### config.mk
export PLATFORM = sky130hd
export DESIGN_NAME = pdts_ctrl
export DESIGN_NICKNAME = d
export VERILOG_FILES = /design/src/hw/rtl/pdts_pkg.sv /design/src/hw/rtl/pdts_ctrl.sv
export SDC_FILE = /design/constraint.sdc
export NUM_CORES = 1
export LEC_CHECK = 0
export ABC_AREA = 1
export BUFFER_PORTS_ARGS = -buffer_cell sky130_fd_sc_hd__buf_2
export CAP_MARGIN = 20
export CELL_PAD_IN_SITES_DETAIL_PLACEMENT = 0
export CELL_PAD_IN_SITES_GLOBAL_PLACEMENT = 1
export CORE_AREA = 2 2 42 44
export CTS_CLUSTER_SIZE = 8
export DETAILED_ROUTE_END_ITERATION = 8
export DIE_AREA = 0 0 44 46
export PLACE_DENSITY_LB_ADDON = 0.08
export REMOVE_ABC_BUFFERS = 1
export SYNTH_ARGS = -nofsm -noshare
export SYNTH_HDL_FRONTEND = slang
export SYNTH_SLANG_ARGS = --single-unit
### constraint.sdc
create_clock -name clk -period 1.1 [get_ports clk]
set_clock_uncertainty 0.1 [all_clocks]
set_input_delay 0.22 -clock clk [delete_from_list [all_inputs] [get_ports clk]]
set_output_delay 0.22 -clock clk [all_outputs]
set_load 0.02 [all_outputs]
### src/hw/rtl/pdts_pkg.sv
package pdts_pkg;

  localparam int CFG_DATA_W = 32;
  localparam int CFG_IDX_W  = 1;
  localparam int NUMBER_W   = 32;
  localparam int TOTAL_W    = 27;
  localparam int NODE_W     = 5;
  localparam int CLASS_W    = 3;
  localparam int SEL_W      = 4;
  localparam int VALUE_W    = 16;

  localparam logic CMD_WRITE = 1'b0;
  localparam logic CMD_FETCH = 1'b1;

  localparam logic [CFG_IDX_W-1:0] CFG_NODE_COUNT  = 1'b0;
  localparam logic [CFG_IDX_W-1:0] CFG_START_INDEX = 1'b1;

  typedef struct packed {
    logic ld_item;
    logic ld_cand;
    logic cls_dec;
    logic ld_row;
    logic drop_row;
    logic ld_col;
    logic wr_upd;
    logic fetch_upd;
    logic emit_none;
  } pdts_cmd_t;

  typedef struct packed {
    logic cand_zero;
    logic cls_zero;
    logic masked_zero;
  } pdts_stat_t;

endpackage

### src/hw/rtl/pdts_ctrl.sv
module pdts_ctrl (
  input  logic               clk,
  input  logic               rst_n,
  input  logic               start,
  input  logic               in_cmd,
  input  pdts_pkg::pdts_stat_t stat,
  output pdts_pkg::pdts_cmd_t  cmd,
  output logic               busy,
  output logic               out_valid
);

  import pdts_pkg::*;

  typedef enum logic [3:0] {
    S_IDLE,
    S_WR_RD,
    S_WR_UPD,
    S_F_LOAD,
    S_F_SCAN,
    S_F_ROW,
    S_F_COL,
    S_F_CRD,
    S_F_DEC
  } state_t;

  state_t state_r, state_nxt;
  logic   out_valid_r, out_valid_nxt;

  always_comb begin
    state_nxt     = state_r;
    out_valid_nxt = 1'b0;
    cmd           = '0;
    case (state_r)
      S_IDLE: begin
        if (start) begin
          cmd.ld_item = 1'b1;
          state_nxt   = (in_cmd == CMD_FETCH) ? S_F_LOAD : S_WR_RD;
        end
      end
      S_WR_RD: begin
        state_nxt = S_WR_UPD;
      end
      S_WR_UPD: begin
        cmd.wr_upd = 1'b1;
        state_nxt  = S_IDLE;
      end
      S_F_LOAD: begin
        cmd.ld_cand = 1'b1;
        state_nxt   = S_F_SCAN;
      end
      S_F_SCAN: begin
        if (!stat.cand_zero) begin
          cmd.ld_row = 1'b1;
          state_nxt  = S_F_ROW;
        end else if (stat.cls_zero) begin
          cmd.emit_none = 1'b1;
          out_valid_nxt = 1'b1;
          state_nxt     = S_IDLE;
        end else begin
          cmd.cls_dec = 1'b1;
          state_nxt   = S_F_LOAD;
        end
      end
      S_F_ROW: begin
        state_nxt = S_F_COL;
      end
      S_F_COL: begin
        if (stat.masked_zero) begin
          cmd.drop_row = 1'b1;
          state_nxt    = S_F_SCAN;
        end else begin
          cmd.ld_col = 1'b1;
          state_nxt  = S_F_CRD;
        end
      end
      S_F_CRD: begin
        state_nxt = S_F_DEC;
      end
      S_F_DEC: begin
        cmd.fetch_upd = 1'b1;
        out_valid_nxt = 1'b1;
        state_nxt     = S_IDLE;
      end
      default: begin
        state_nxt = S_IDLE;
      end
    endcase
  end

  always_ff @(posedge clk) begin
    if (!rst_n) begin
      state_r     <= S_IDLE;
      out_valid_r <= 1'b0;
    end else begin
      state_r     <= state_nxt;
      out_valid_r <= out_valid_nxt;
    end
  end

  assign busy      = (state_r != S_IDLE);
  assign out_valid = out_valid_r;

endmodule

==> results.toml <==
[status]
status = "finished with violations"
violations = "negative setup slack"

[detailed_routing]
vias = 492
wl_per_cell_um = 9.03
wl_mm = 1.06
dr.pass1.iters = 2
ant_nets = 0
via_per_inst = 4.21
initialDrtViolationCount = 5
route.detailed.drc = 0

[clock_tree]
numCtsBuffers = 3
clk_path_buf_depth = 2
holdBufCountCts = 0
clock_latency_ns = 0.24
cts-root-buf = "clkbuf_4"
clock-sinks = 5
htreeDepth = 1
cts_tree = "yes"
clkSlewWorstSetupHoldPaths_ns = 0.04

[grt]
grtUsageTotal_pct = 12.7
grt_max_degree = 8
grt-ovfl-total = 0
grt_first_pass_wirelength_mm = 1.89
grt_antenna_before_repair = 0
grt_pass1_vias = 470

[floorplanning]
initial_utilization_pct = 21.5
rows = 15
core_mm2 = 0.00161
ios = 18
die_h_um = 46
die_w_um = 44
fp.dieArea_mm2 = 0.00202

[timing]
fin_crit_sh_pct = 134
tightest_slew_ns = 0.210
clock.fmax_mhz = 680
timing.slew.headroom_pct = 85.9
setup_ws_ns = -0.371
min_period_ns = 1.47
finalHoldViolCount = 0
rsz0062_at_grt = "yes"
holdWs_ns = 0.154
setup_viol = 14
maxSlewViolCount = 0

[worst_setup_path]
crit_type = "flop to output port"
cp.required_ns = 0.78
crit_fanout = 7
cp-end-kind = "output port"
worstSetupStartpointType = "flop"
cp.arrival_ns = 1.15

[power]
clkPwrFrac_pct = 19.6
power.internal_mw = 0.674
p_switching_mw = 0.408
pwr-share-seq_pct = 25.0
p_leak_nw = 0.421
comb_power_share_pct = 55.4
swShare_pct = 37.7
p_total_mw = 1.08
max-vdd-ir-drop_mv = 0.949
p_per_area_mw_per_mm2 = 1560

[hold_path]
hp-class = "primary input to flop"

[yosys]
synthAdderAreaFrac_pct = 0
synth.avg_cell_area_um2 = 5.78
synth_warnings = 0
synthSimpleGateAreaFrac_pct = 52.3
netlist_area_um2 = 347
yosys.area_share.xor_xnor_pct = 0
synth-compound-area-share_pct = 1.44
ys_seq_area_share_pct = 28.9
ys_seq_elements = 5
synth_top_family_by_area = "simple AND/OR/NAND/NOR gates"
synth_mux_area_share_pct = 0
syn_inst = 60
synth.distinct_cells = 11

[cells_and_area]
drive_gt1_share_pct = 53.0
final_cell_area_um2 = 696
diodes = 0
fin_nets = 108
area_delta_synth_final_pct = 101

[placed_design]
dpl_cell_area_um2 = 558
gp_congestion = 0.683
dp_hpwl_um = 823
io_buffers = 17

[run]
cap_violations = 0
-- cell type report --
| type | instances | area [um^2] |
|---|---|---|
| Clock buffer | 4 | 26.3 |
| Sequential cell | 5 | 113 |
| Inverter | 16 | 60.1 |
| Timing Repair Buffer | 36 | 264 |
| Fill cell | 190 | 918 |
| Multi-Input combinational cell | 39 | 211 |
| Tap cell | 17 | 21.3 |
-- kinds of logic (layout without fill, tap and decap cells) --
group | Yosys count | after routing
compound gates | 1 | 1
buf+inv | 16 | 56
flops | 5 | 5
simple gates | 38 | 38
-- metrics by stage --
step | worst slack (ns) | cells | utilization (%) | setup TNS, ns
after floorplan | -0.359 | 60 | - | -1.02
after detailed placement | -0.172 | 108 | 34.6 | -1.81
after global placement | -0.178 | 108 | 34.6 | -1.84
after global routing | -0.458 | 117 | 43.1 | -5.43
final | -0.371 | 117 | 43.1 | -4.13
after CTS | -0.398 | 116 | 41.6 | -4.25
-- cells in the final DEF (no fill, tap or decap) --
cell	synthesis	final
buf_4	0	21
inv_1	14	14
nand2_1	12	11
buf_2	0	10
nor2_1	10	9
nand3_1	9	8
buf_6	0	5
nor2_2	2	3
clkbuf_4	0	3
dfxtp_4	0	3
inv_2	2	2
nor2_4	2	2
nand2_2	0	1
nand4_1	1	1
nor4_4	0	1
nor4_1	2	1
a21oi_1	1	1
nand3_2	0	1
clkbuf_1	0	1
dfxtp_1	5	1
dfxtp_2	0	1
-- flip-flops by register name (all words and copies together), names as in the netlist --
register,count
out_valid,1
state_r,4
-- synthesized netlist by cell type --
master,count,area share [%]
a21oi_1,1,1.4
dfxtp_1,5,29
inv_1,14,15
inv_2,2,2.2
nand2_1,12,13
nand3_1,9,13
nand4_1,1,1.8
nor2_1,10,11
nor2_2,2,3.6
nor2_4,2,6.5
nor4_1,2,3.6
-- power by group through the flow --
stage	registers (mW)	logic (mW)	clock network, mW
floorplan	0.247	0.252	0
CTS	0.265	0.567	0.223
global placement	0.251	0.448	0
finish	0.271	0.599	0.212
global route	0.275	0.664	0.238
detailed placement	0.252	0.440	0
-- critical path, cell delays in order, from the launching register on --
cell	delay [ns]
dfxtp_4	0.37
nor2_4	0.19
nand2_1	0.09
nor2_2	0.12
buf_6	0.13
-- per-layer routing --
metal | part of all wire (%) | up-vias | track usage (%) | wire length [um]
met3 | 6.0 | 0 | 5.95 | 63
met2 | 52 | 13 | 21.2 | 552
met1 | 42 | 219 | 15.9 | 441
li1 | - | 260 | - | -
met4 | 0 | 0 | 0 | 0
met5 | 0 | - | 0 | 0
-- path summary, 6_finish.rpt --
path	startpoint	to	slack (ns)	depth (start not counted)
max reg2reg	state_r[0]	out_valid	-0.27	6
min	rst_n	state_r[2]	0.15	3
max	state_r[0]	cmd[5]	-0.37	4
min reg2reg	state_r[3]	state_r[3]	0.44	1
-- what timing repair did --
| action | in CTS | in global routing |
|---|---|---|
| resized for setup | 20 | 4 |
| pin swaps | 4 | 4 |
| hold endpoints to repair | 0 | 0 |
| buffers inserted | 4 | 1 |
| endpoints found under the setup margin | 14 | 14 |
No activity file was read; power rests on OpenSTA's default activity.
